--- src/design/bbpg_pkg.sv ---
package bbpg_pkg;

  // Field widths of the request, the result and the register file.
  localparam int unsigned TimeW  = 32;
  localparam int unsigned TicksW = 16;
  localparam int unsigned CountW = 8;
  localparam int unsigned DutyW  = 8;
  localparam int unsigned PhaseW = 2;
  localparam int unsigned AddrW  = 5;
  localparam int unsigned DataW  = 32;

  // Duty value that means the pin is fully on.
  localparam logic [DutyW-1:0] FullDuty = 8'd255;

  // Pattern phase as presented on the result.
  typedef enum logic [PhaseW-1:0] {
    PhOff  = 2'd0,
    PhOn   = 2'd1,
    PhWait = 2'd2,
    PhDone = 2'd3
  } phase_e;

  // Register word index, taken from paddr[4:2].
  typedef enum logic [2:0] {
    RegOnTicks     = 3'd0,
    RegOffTicks    = 3'd1,
    RegPauseTicks  = 3'd2,
    RegPulseCount  = 3'd3,
    RegDuty        = 3'd4,
    RegRepeat      = 3'd5,
    RegPwmAvail    = 3'd6
  } reg_idx_e;

  // Configuration as seen by the pattern logic.
  typedef struct packed {
    logic [TicksW-1:0] on_ticks;
    logic [TicksW-1:0] off_ticks;
    logic [TicksW-1:0] pause_ticks;
    logic [CountW-1:0] pulse_count;
    logic [DutyW-1:0]  duty;
    logic              repeat_enable;
    logic              pwm_available;
  } cfg_t;

endpackage

--- src/design/bbpg_req_if.sv ---
interface bbpg_req_if import bbpg_pkg::*; ();

  logic             valid;
  logic             ready;
  logic [TimeW-1:0] now;

  modport source (output valid, output now, input ready);
  modport sink   (input valid, input now, output ready);

endinterface

--- src/design/bbpg_res_if.sv ---
interface bbpg_res_if import bbpg_pkg::*; ();

  logic              valid;
  logic              ready;
  logic              level_drive;
  logic              pwm_drive;
  logic [DutyW-1:0]  pwm_duty;
  logic [PhaseW-1:0] phase;

  modport source (output valid, output level_drive, output pwm_drive, output pwm_duty,
                  output phase, input ready);
  modport sink   (input valid, input level_drive, input pwm_drive, input pwm_duty,
                  input phase, output ready);

endinterface

--- src/design/bbpg_cfg.sv ---
module bbpg_cfg import bbpg_pkg::*; (
  input  logic             clk_i,
  input  logic             rst_ni,
  input  logic             psel,
  input  logic             penable,
  input  logic             pwrite,
  input  logic [AddrW-1:0] paddr,
  input  logic [DataW-1:0] pwdata,
  output logic [DataW-1:0] prdata,
  output logic             pready,
  output cfg_t             cfg_o,
  output logic             reload_o
);

  cfg_t     cfg_q;
  logic     reload_q;
  logic     wr_en;
  reg_idx_e idx;

  assign idx    = reg_idx_e'(paddr[4:2]);
  assign wr_en  = psel && penable && pwrite;
  assign pready = 1'b1;

  // Register writes; a write to a known register raises the reload pulse together with the
  // new value, so the pattern reloads once the new value is visible.
  always_ff @(posedge clk_i or negedge rst_ni) begin
    if (!rst_ni) begin
      cfg_q.on_ticks      <= '0;
      cfg_q.off_ticks     <= '0;
      cfg_q.pause_ticks   <= '0;
      cfg_q.pulse_count   <= '0;
      cfg_q.duty          <= FullDuty;
      cfg_q.repeat_enable <= 1'b0;
      cfg_q.pwm_available <= 1'b0;
      reload_q            <= 1'b0;
    end else begin
      reload_q <= 1'b0;
      if (wr_en) begin
        reload_q <= 1'b1;
        case (idx)
          RegOnTicks:    cfg_q.on_ticks      <= pwdata[TicksW-1:0];
          RegOffTicks:   cfg_q.off_ticks     <= pwdata[TicksW-1:0];
          RegPauseTicks: cfg_q.pause_ticks   <= pwdata[TicksW-1:0];
          RegPulseCount: cfg_q.pulse_count   <= pwdata[CountW-1:0];
          RegDuty:       cfg_q.duty          <= pwdata[DutyW-1:0];
          RegRepeat:     cfg_q.repeat_enable <= pwdata[0];
          RegPwmAvail:   cfg_q.pwm_available <= pwdata[0];
          default:       reload_q            <= 1'b0;
        endcase
      end
    end
  end

  // Read-back multiplexer.
  always_comb begin
    prdata = '0;
    case (idx)
      RegOnTicks:    prdata = DataW'(cfg_q.on_ticks);
      RegOffTicks:   prdata = DataW'(cfg_q.off_ticks);
      RegPauseTicks: prdata = DataW'(cfg_q.pause_ticks);
      RegPulseCount: prdata = DataW'(cfg_q.pulse_count);
      RegDuty:       prdata = DataW'(cfg_q.duty);
      RegRepeat:     prdata = DataW'(cfg_q.repeat_enable);
      RegPwmAvail:   prdata = DataW'(cfg_q.pwm_available);
      default:       prdata = '0;
    endcase
  end

  assign cfg_o    = cfg_q;
  assign reload_o = reload_q;

endmodule

--- src/design/blink_burst_pattern_generator.sv ---
// Throughput: one request per cycle unless a held result waits for res_o.ready; the
// pattern state is updated by one stage of subtract, compare and decrement logic
// between the input and result registers.
// Reset clears the pattern to the off phase with no pulses left, the registers to
// their defaults (duty full on) and both pipeline registers to empty.
module blink_burst_pattern_generator import bbpg_pkg::*; (
  input  logic             clk_i,
  input  logic             rst_ni,
  input  logic             psel,
  input  logic             penable,
  input  logic             pwrite,
  input  logic [AddrW-1:0] paddr,
  input  logic [DataW-1:0] pwdata,
  output logic [DataW-1:0] prdata,
  output logic             pready,
  bbpg_req_if.sink         req_i,
  bbpg_res_if.source       res_o
);

  cfg_t cfg;
  logic reload;

  bbpg_cfg u_cfg (
    .clk_i    (clk_i),
    .rst_ni   (rst_ni),
    .psel     (psel),
    .penable  (penable),
    .pwrite   (pwrite),
    .paddr    (paddr),
    .pwdata   (pwdata),
    .prdata   (prdata),
    .pready   (pready),
    .cfg_o    (cfg),
    .reload_o (reload)
  );

  // Input register and result register with their valid flags.
  logic              in_valid_q;
  logic [TimeW-1:0]  now_q;
  logic              out_valid_q;
  logic              level_q;
  logic              pwm_q;
  logic [DutyW-1:0]  duty_q;
  logic [PhaseW-1:0] phase_out_q;
  logic              advance;

  // Pattern state.
  phase_e            ph_q, ph_d;
  logic [CountW-1:0] left_q, left_d;
  logic              fin_q, fin_d;
  logic [TimeW-1:0]  start_q, start_d;

  logic [TimeW-1:0]  elapsed;
  logic              level_d;
  logic              pwm_d;
  logic [DutyW-1:0]  duty_d;
  logic [PhaseW-1:0] phase_out_d;

  assign advance     = in_valid_q && (!out_valid_q || res_o.ready);
  assign req_i.ready = !in_valid_q || advance;

  // Next pattern state and result for the request in the input register.
  always_comb begin
    fin_d   = fin_q;
    left_d  = left_q;
    ph_d    = ph_q;
    start_d = start_q;

    // Burst exhausted: either reload and wait for the pause, or finish.
    if (!fin_d && left_d == '0) begin
      ph_d = PhOff;
      if (cfg.repeat_enable && cfg.pulse_count != '0) begin
        left_d  = cfg.pulse_count;
        start_d = now_q;
        ph_d    = PhWait;
      end else begin
        fin_d = 1'b1;
      end
    end

    elapsed = now_q - start_d;

    if (!fin_d && left_d != '0) begin
      case (ph_d)
        PhOff: begin
          // A zero start time starts the pulse at once.
          if (start_d == '0 || elapsed > TimeW'(cfg.off_ticks)) begin
            start_d = now_q;
            ph_d    = PhOn;
          end
        end
        PhOn: begin
          if (elapsed > TimeW'(cfg.on_ticks)) begin
            left_d  = left_d - CountW'(1);
            ph_d    = PhOff;
            start_d = now_q;
          end
        end
        PhWait: begin
          if (elapsed > TimeW'(cfg.pause_ticks)) begin
            start_d = now_q;
            ph_d    = PhOn;
          end
        end
        default: begin
          ph_d = ph_d;
        end
      endcase
    end

    // Pin drive while on: PWM when possible and not full duty, else a steady high.
    level_d = 1'b0;
    pwm_d   = 1'b0;
    duty_d  = '0;
    if (!fin_d && ph_d == PhOn) begin
      if (cfg.pwm_available && cfg.duty < FullDuty) begin
        pwm_d  = 1'b1;
        duty_d = cfg.duty;
      end else begin
        level_d = 1'b1;
      end
    end
    phase_out_d = fin_d ? PhDone : ph_d;
  end

  // Control: valid flags and pattern state.
  always_ff @(posedge clk_i or negedge rst_ni) begin
    if (!rst_ni) begin
      in_valid_q  <= 1'b0;
      out_valid_q <= 1'b0;
      ph_q        <= PhOff;
      left_q      <= '0;
      fin_q       <= 1'b0;
      start_q     <= '0;
    end else begin
      if (req_i.ready) begin
        in_valid_q <= req_i.valid;
      end
      if (advance) begin
        out_valid_q <= 1'b1;
      end else if (res_o.ready) begin
        out_valid_q <= 1'b0;
      end
      if (reload) begin
        ph_q    <= PhOff;
        left_q  <= cfg.pulse_count;
        fin_q   <= 1'b0;
        start_q <= '0;
      end else if (advance) begin
        ph_q    <= ph_d;
        left_q  <= left_d;
        fin_q   <= fin_d;
        start_q <= start_d;
      end
    end
  end

  // Payload registers.
  always_ff @(posedge clk_i) begin
    if (req_i.valid && req_i.ready) begin
      now_q <= req_i.now;
    end
    if (advance) begin
      level_q     <= level_d;
      pwm_q       <= pwm_d;
      duty_q      <= duty_d;
      phase_out_q <= phase_out_d;
    end
  end

  assign res_o.valid       = out_valid_q;
  assign res_o.level_drive = level_q;
  assign res_o.pwm_drive   = pwm_q;
  assign res_o.pwm_duty    = duty_q;
  assign res_o.phase       = phase_out_q;

endmodule
--- src/flat_wrapper.sv ---
// flat-port wrapper written by rule: the top's interface ports become plain ports
module blink_burst_pattern_generator_flat import bbpg_pkg::*;
  (clk_i, rst_ni, psel, penable, pwrite, paddr, pwdata, prdata, pready, req_i_valid, req_i_now, req_i_ready, res_o_valid, res_o_level_drive, res_o_pwm_drive, res_o_pwm_duty, res_o_phase, res_o_ready);
  bbpg_req_if req_i_i ();
  bbpg_res_if res_o_i ();
  input  logic clk_i;
  input  logic rst_ni;
  input  logic psel;
  input  logic penable;
  input  logic pwrite;
  input  logic [AddrW-1:0] paddr;
  input  logic [DataW-1:0] pwdata;
  output logic [DataW-1:0] prdata;
  output logic pready;
  input wire logic [$bits(req_i_i.valid)-1:0] req_i_valid;
  input wire logic [$bits(req_i_i.now)-1:0] req_i_now;
  output wire logic [$bits(req_i_i.ready)-1:0] req_i_ready;
  output wire logic [$bits(res_o_i.valid)-1:0] res_o_valid;
  output wire logic [$bits(res_o_i.level_drive)-1:0] res_o_level_drive;
  output wire logic [$bits(res_o_i.pwm_drive)-1:0] res_o_pwm_drive;
  output wire logic [$bits(res_o_i.pwm_duty)-1:0] res_o_pwm_duty;
  output wire logic [$bits(res_o_i.phase)-1:0] res_o_phase;
  input wire logic [$bits(res_o_i.ready)-1:0] res_o_ready;
  assign req_i_i.valid = req_i_valid;
  assign req_i_i.now = req_i_now;
  assign req_i_ready = req_i_i.ready;
  assign res_o_valid = res_o_i.valid;
  assign res_o_level_drive = res_o_i.level_drive;
  assign res_o_pwm_drive = res_o_i.pwm_drive;
  assign res_o_pwm_duty = res_o_i.pwm_duty;
  assign res_o_phase = res_o_i.phase;
  assign res_o_i.ready = res_o_ready;
  blink_burst_pattern_generator u_core (.clk_i(clk_i), .rst_ni(rst_ni), .psel(psel), .penable(penable), .pwrite(pwrite), .paddr(paddr), .pwdata(pwdata), .prdata(prdata), .pready(pready), .req_i(req_i_i), .res_o(res_o_i));
endmodule
--- config.mk ---
export PLATFORM = sky130hd
export DESIGN_NAME = blink_burst_pattern_generator_flat
export DESIGN_NICKNAME = d
export VERILOG_FILES = /design/src/design/bbpg_pkg.sv /design/src/design/bbpg_req_if.sv /design/src/design/bbpg_res_if.sv /design/src/design/bbpg_cfg.sv /design/src/design/blink_burst_pattern_generator.sv /design/src/flat_wrapper.sv
export SDC_FILE = /design/constraint.sdc
export NUM_CORES = 1
export LEC_CHECK = 0
export ABC_AREA = 0
export BUFFER_PORTS_ARGS = -buffer_cell sky130_fd_sc_hd__buf_2
export CAP_MARGIN = 20
export CORE_MARGIN = 4
export CORE_UTILIZATION = 45
export DETAILED_ROUTE_END_ITERATION = 8
export PLACE_DENSITY_LB_ADDON = 0.15
export SLEW_MARGIN = 5
export SYNTH_ARGS = -nofsm -noshare
export SYNTH_HDL_FRONTEND = slang
export SYNTH_SLANG_ARGS = --single-unit
--- constraint.sdc ---
create_clock -name clk_i -period 8 [get_ports clk_i]
set_input_delay 0.8 -clock clk_i [delete_from_list [all_inputs] [get_ports clk_i]]
set_output_delay 0.8 -clock clk_i [all_outputs]
set_load 0.02 [all_outputs]
After elaboration in Yosys (flattened, before gate mapping). Index checks and enable logic that the tools add are counted.

Add/subtract/negate cells: 2. Order comparisons: 4. Eq/ne operators: 9. Multiplexer cells: 36. Reductions and logical operators: 33.

Operators with widths (number): two-way mux 32 bit (8); one-hot mux 16 bit (7 select lines) (1); > comparator 32 x 16 -> 1 bit (3); one-hot mux 32 bit (3 select lines) (1); two-way mux 8 bit (7); zero test 32 bit (1); subtractor 32 bit (1); two-way mux 2 bit (8); AND reduction 2 bit (8); nonzero test 8 bit (2); two-way mux 1 bit (10); equality test 3 bit (second input constant) (3); logical AND 1 bit (9); zero test 8 bit (1); < comparator 8 bit (second input constant) (1); subtractor 8 x 1 -> 8 bit (second input constant) (1); OR reduction 7 bit (1); equality test 3 x 2 -> 1 bit (second input constant) (2); one-hot mux 2 bit (3 select lines) (1); equality test 2 x 1 -> 1 bit (second input constant) (2); zero test 1 bit (4); nonzero test 2 bit (2); equality test 3 x 1 -> 1 bit (second input constant) (1); zero test 3 bit (1); other kinds (3) (5).

Flip-flop bits (word level): 156. Input port bits: 76. Output and inout bits: 47. Logic and storage cells: 103.

Depth between registers and ports, before layout.
Word-level depth: 13. Depth in mapped cells: 31. Mapped depth without buffers: 30.

Cells and area by module. A second synthesis with hierarchy kept.

Cell total of the unflattened synthesis: 1292. Area, all modules: 12094.1 µm².

By module, submodules not included: blink_burst_pattern_generator (times used 1, cells an instance 1040, area each 8811.0 µm²); bbpg_cfg (times used 1, cells an instance 252, area each 3283.1 µm²).

Least setup slack after synthesis. No wires, ideal clock.

Path type: reg2reg. Start point: register u_core.left_q[3]. End point: register u_core.start_q[10]. Library setup time: 132 ps. Arrival: 6218 ps. Data required time: 7868 ps. Path slack: 1651 ps. Cell stages (with the launch flop): 31. Buffers on the path: 3. Cells stage by stage: dfrtp_1 nor4_1 nand3_1 nor2_1 buf_2 buf_1 mux2i_1 fa_1 nor2b_1 o41a_1 maj3_2 o21ai_0 a21oi_1 inv_1 o31ai_1 o21ai_0 a22oi_1 ha_1 nor2b_1 o21ai_0 a21oi_1 a2111oi_0 o21ai_0 a21oi_1 mux2i_1 inv_1 a31oi_1 o31ai_4 buf_4 mux2i_1 nor2_1.

Longest elaborated chain between the ends: 11. Elaborated cells on any way between the ends: 26.

RTL lines: start: declaration (line blink_burst_pattern_generator.sv:49) `logic [CountW-1:0] left_q, left_d;`; start signal: assignment (line blink_burst_pattern_generator.sv:146) `left_q <= cfg.pulse_count;`; start signal: assignment (line blink_burst_pattern_generator.sv:151) `left_q <= left_d;`; zero test 8 bit (line blink_burst_pattern_generator.sv:70) `if (!fin_d && left_d == '0) begin`; logical AND 1 bit (line blink_burst_pattern_generator.sv:70); two-way mux 32 bit (line blink_burst_pattern_generator.sv:70); subtractor 32 bit (line blink_burst_pattern_generator.sv:81) `elapsed = now_q - start_d;`; > comparator 32 x 16 -> 1 bit (line blink_burst_pattern_generator.sv:87) `if (start_d == '0 || elapsed > TimeW'(cfg.off_ticks)) begin`; logical OR 1 bit (line blink_burst_pattern_generator.sv:87); two-way mux 32 bit (line blink_burst_pattern_generator.sv:87); one-hot mux 32 bit (3 select lines) (line blink_burst_pattern_generator.sv:84) `case (ph_d)`; two-way mux 32 bit (*) (line blink_burst_pattern_generator.sv:83) `if (!fin_d && left_d != '0) begin`; two-way mux 32 bit (*) (line blink_burst_pattern_generator.sv:149) `end else if (advance) begin`; two-way mux 32 bit (*) (line blink_burst_pattern_generator.sv:144) `if (reload) begin`; end signal: assignment (line blink_burst_pattern_generator.sv:153) `start_q <= start_d;`; end: declaration (line blink_burst_pattern_generator.sv:51) `logic [TimeW-1:0] start_q, start_d;`.

Every way passes the cells marked *; elsewhere a longest branch is shown, timed or not. The select of a mux whose other input is x is not followed. A chain may end at the register's enable or synchronous reset.

Worst setup path after layout.
Start point: register u_core.left_q[2]. End point: register u_core.start_q[15].

The elaborated chain is that of the path after synthesis.

==> results summary <==
The total of fill cells in the finished design came out at 2238. The net switching power came out at 2.26 mW. The number of antenna violations at the first check in global routing was 0. The number of diodes added for antenna fixing came out at 0. Setup repair after global routing left no endpoint under its margin.

In the final design database the tool counted 1358 nets. The worst slack on hold paths is roughly 370 ps. The number of standard cells after synthesis came out at 1146.

The detailed router finished its first iteration with 633 violations. The area overhead of the layout relative to synthesis is 11.4%. The sequential share of power came out at about 25%. The critical path's largest stage delay is between 600 and 700 ps. After floorplanning, the core was divided into 56 placement rows. The combinational share of power is about three fifths. The die width came out at around 160 um. After clock tree synthesis, the clock-pin slew on the worst setup and hold paths is around 70 ps. The via total after detailed routing is around 8600.

The total of buffers placed on input and output ports is 87. Across the VDD grid, the largest voltage drop is 148 uV. Global routing consumed, over all layers together, 21.2% of the routing resources. Setup violations remaining at the end of the flow were counted as 0. The part of the Yosys area used for sequential elements came out at 38.7%.

The maximum number of pins on one net before global-route repair came out at 69. At the placement stage, the worst setup path has a slack of 610 ps. Setup total negative slack on the finished layout was measured at 0 ps. The met2 wire length is 12.7 mm. The sum of internal, switching and leakage power is approximately 4.9 mW. The detailed-route vias per instance is 5.60. The share of total power consumed by net switching is about 46%.

The core area came out at 0.0234 mm2. The clock net in this run drives a total of 156 sinks. The vertical die dimension came out at 162 um. The worst setup path is captured at a flop. The count of cell instances traversed by the critical path came out at 25. For this run, the number of Yosys warnings is 0. The worst hold path class is in2async. In this run the top signal layer used is met4. The cell with the biggest individual delay on the critical path is sky130_fd_sc_hd__nor3_1. The arrival time of the worst setup path came out at a little under 8000 ps. The average wire per standard cell is 17.7 um. The startpoint type of the worst setup path is a flop. The part of the cycle the worst path needs is between 90% and 100%.

The count of H-tree levels built during CTS came out at 4. Summed over all cells, the static leakage comes to 5.37 nW. The number of library cell types mapped by synthesis is 80. In this run the power density over the cells is about 410 mW/mm2.

The number of buffers and inverters on the critical path is 1. The via count of the first global-routing pass came out at 8201. For the worst-skew pair, the clock arrives at the later sink with an insertion delay of 430 ps.

The routed wire length came out at 27.3 mm. The final hold violation count is 0. Clock tree synthesis inserted a total of 17 buffers. The number of maximum-capacitance violations came out at 0. Yosys mapped a number of flops with a built-in enable equal to 44.

In this design, the largest share of critical-path delay is due to compound AO/OA/AOI/OAI gates. The total grt overflow is 0. The achievable clock frequency is 133 MHz. The area of the mapped netlist came out at 0.0107 mm2. The effective utilization at floorplan is 45.7%. The power share of the clock group came out at between 10% and 20%. For the worst setup path, the data required time is 8270 ps. The first-pass GRT wire length is 44.6 mm. The CTS root buffer is sky130_fd_sc_hd__clkbuf_16.

The number of placed I/O pins came out at 123. The clock skew after layout is a little over 10 ps. The detailed router put a total of 13.1 mm of wire on met1. The fraction of layout cells with a size suffix above 1 is 15.8%. The internal portion of the total power is 2.61 mW. The normalized max-slew margin is 23.5%. The most used flip-flop cell after synthesis is sky130_fd_sc_hd__dfrtp_1. After layout, the minimum clock period comes to 7520 ps. At the pin with the least slew margin, the transition time is approximately 1100 ps. The critical-path maximum fanout is 32. The DRC violations left is 0. After legalization and detailed placement, the total HPWL measured 20.5 mm. The number of cells on the worst reg-to-reg path is 25. The count of nets left with antenna violations once routing finished came out at 0. The max-slew violation count came out at 0. By instance count, the cell type seen most on the critical path is sky130_fd_sc_hd__a21oi_1. The congestion estimate from routability-driven global placement came to 0.855. The largest buffer count on any clock path came out at 2. The run finished with clean final reports. The detailed route wirelength on metal3 is roughly 1.1 mm. The floorplan step defined a die boundary enclosing 0.0263 mm2. The synthesized area divided by synthesized cell count is 9.33 um2. The count of state elements after synthesis came out at 156. The worst setup path is of the reg2reg kind.

The clock tree from TritonCTS is yes. The first detailed-routing pass ran for 5 iterations. The fraction of registers with async set/reset came out at between 70% and 80%. The worst setup margin came out at 481 ps.
cell usage after synthesis (3+ instances only):
master,count,share of area [%]
sky130_fd_sc_hd__a211o_1,5,0.41
sky130_fd_sc_hd__a21boi_0,3,0.21
sky130_fd_sc_hd__a21o_1,17,1.2
sky130_fd_sc_hd__a21oi_1,66,3.1
sky130_fd_sc_hd__a221oi_1,4,0.33
sky130_fd_sc_hd__a22oi_1,10,0.70
sky130_fd_sc_hd__a31oi_1,13,0.76
sky130_fd_sc_hd__and2_1,12,0.70
sky130_fd_sc_hd__and3_1,5,0.29
sky130_fd_sc_hd__and4_1,4,0.33
sky130_fd_sc_hd__buf_4,20,1.4
sky130_fd_sc_hd__clkbuf_1,41,1.4
sky130_fd_sc_hd__dfrtp_1,104,24
sky130_fd_sc_hd__dfstp_2,8,2.0
sky130_fd_sc_hd__edfxtp_1,44,12
sky130_fd_sc_hd__ha_1,71,8.3
sky130_fd_sc_hd__inv_1,77,2.7
sky130_fd_sc_hd__maj3_1,4,0.37
sky130_fd_sc_hd__mux2_2,36,3.8
sky130_fd_sc_hd__mux2i_1,69,6.5
sky130_fd_sc_hd__mux4_2,8,1.7
sky130_fd_sc_hd__nand2_1,95,3.3
sky130_fd_sc_hd__nand2b_1,21,1.2
sky130_fd_sc_hd__nand3_1,17,0.80
sky130_fd_sc_hd__nand4_1,20,1.2
sky130_fd_sc_hd__nor2_1,120,4.2
sky130_fd_sc_hd__nor2b_1,16,0.94
sky130_fd_sc_hd__nor3_1,16,0.75
sky130_fd_sc_hd__nor4_1,17,0.99
sky130_fd_sc_hd__o2111ai_1,7,0.57
sky130_fd_sc_hd__o211ai_1,6,0.42
sky130_fd_sc_hd__o21a_1,11,0.77
sky130_fd_sc_hd__o21ai_0,80,3.7
sky130_fd_sc_hd__o21ai_1,7,0.33
sky130_fd_sc_hd__o21bai_1,3,0.21
sky130_fd_sc_hd__o311a_1,4,0.37
sky130_fd_sc_hd__o31ai_1,5,0.35
sky130_fd_sc_hd__o41ai_1,3,0.25
sky130_fd_sc_hd__or3_1,3,0.18
sky130_fd_sc_hd__or4_1,3,0.21
sky130_fd_sc_hd__xnor2_1,19,1.6
sky130_fd_sc_hd__xor2_1,5,0.41
flip-flops by register name, summed over array words and instances, names as in the netlist, 2 cells and up:
name                   cells
u_core.left_q              8
u_core.now_q              32
u_core.ph_q                2
u_core.start_q            32
u_core.res_o.pwm_duty      8
u_core.res_o.phase         2
u_core.u_cfg.cfg_o        66
through the flow:
stage | utilization [%] | area, um2 | std cells
2_1_floorplan | - | 10700 | 1161
3_3_place_gp | 48.5 | 11300 | 1510
3_5_place_dp | 48.5 | 11300 | 1510
4_1_cts | 50.9 | 11900 | 1542
5_1_grt | 50.9 | 11900 | 1542
6_report | 50.9 | 11900 | 1542
logic make-up after synthesis:
family          share of synthesized area, %
flops                                   38.7
compound gates                          16.2
mux                                     12.0
fa+ha+maj                               8.98
buf+inv                                 5.77
xor+xnor                                1.97
other cells                           0.0702
simple gates                            16.3
per-layer routing:
layer,GRT usage [%],vias to the layer above
met1,29.8,4125
met4,5.19,0
met2,34.3,220
li1,-,4249
met3,3.50,34
met5,0,-
repair_timing:
item,in CTS,in global routing
buffers inserted,0,0
hold buffers,0,0
endpoints found under the hold margin,0,0
setup endpoints to repair,0,1
resized for setup,0,1
power by group through the flow:
stage,Combinational [mW],Clock [mW],Sequential (mW)
6_report,2.86,0.789,1.22
5_1_grt,3.22,0.846,1.25
4_1_cts,2.85,0.810,1.22
3_5_place_dp,2.83,0,1.23
3_3_place_gp,2.81,0,1.23
2_1_floorplan,2.17,0,1.18
area by class of cell:
type                            count  area, um2  area share (%)
Sequential cell                   156       4140            34.7
Inverter                           77        289            2.43
Tap cell                          319        399            3.35
Multi-Input combinational cell    863       6020            50.5
Clock buffer                       18        429            3.60
Clock inverter                     14        131            1.10
Timing Repair Buffer               95        510            4.29
placed cells by master, fill, tap and decap left out, types with 5 or more instances in the layout:
cell type | netlist | layout
sky130_fd_sc_hd__nand2b_1 | 21 | 21
sky130_fd_sc_hd__and2_1 | 12 | 12
sky130_fd_sc_hd__dfstp_2 | 8 | 8
sky130_fd_sc_hd__clkbuf_16 | 0 | 17
sky130_fd_sc_hd__mux2_2 | 36 | 36
sky130_fd_sc_hd__o2111ai_1 | 7 | 7
sky130_fd_sc_hd__a21o_1 | 17 | 17
sky130_fd_sc_hd__nor2_1 | 120 | 119
sky130_fd_sc_hd__buf_4 | 20 | 8
sky130_fd_sc_hd__and3_1 | 5 | 5
sky130_fd_sc_hd__a21oi_1 | 66 | 66
sky130_fd_sc_hd__nand3_1 | 17 | 17
sky130_fd_sc_hd__ha_1 | 71 | 71
sky130_fd_sc_hd__o211ai_1 | 6 | 6
sky130_fd_sc_hd__nand4_1 | 20 | 20
sky130_fd_sc_hd__o31ai_1 | 5 | 5
sky130_fd_sc_hd__nor2b_1 | 16 | 16
sky130_fd_sc_hd__a22oi_1 | 10 | 10
sky130_fd_sc_hd__mux2i_1 | 69 | 69
sky130_fd_sc_hd__nand2_1 | 95 | 95
sky130_fd_sc_hd__mux4_2 | 8 | 8
sky130_fd_sc_hd__nor4_1 | 17 | 16
sky130_fd_sc_hd__dfrtp_1 | 104 | 103
sky130_fd_sc_hd__inv_1 | 77 | 77
sky130_fd_sc_hd__conb_1 | 2 | 17
sky130_fd_sc_hd__buf_2 | 1 | 86
sky130_fd_sc_hd__o21a_1 | 11 | 11
sky130_fd_sc_hd__a211o_1 | 5 | 5
sky130_fd_sc_hd__xor2_1 | 5 | 5
sky130_fd_sc_hd__edfxtp_1 | 44 | 44
sky130_fd_sc_hd__o21ai_1 | 7 | 7
sky130_fd_sc_hd__xnor2_1 | 19 | 19
sky130_fd_sc_hd__a31oi_1 | 13 | 13
sky130_fd_sc_hd__nor3_1 | 16 | 16
sky130_fd_sc_hd__o21ai_0 | 80 | 80
path summary, 6_finish.rpt:
kind,startpoint,endpoint,slack (ps)
max,u_core.left_q[2],u_core.start_q[15],480
min,rst_ni,u_core.u_cfg.cfg_o[58],370
max reg2reg,u_core.left_q[2],u_core.start_q[15],480
min reg2reg,u_core.in_valid_q,u_core.res_o.valid,500
max in group asynchronous,rst_ni,u_core.u_cfg.reload_o,6280
min in group clk_i,u_core.in_valid_q,u_core.res_o.valid,500
Power figures use the tool's default switching activity.
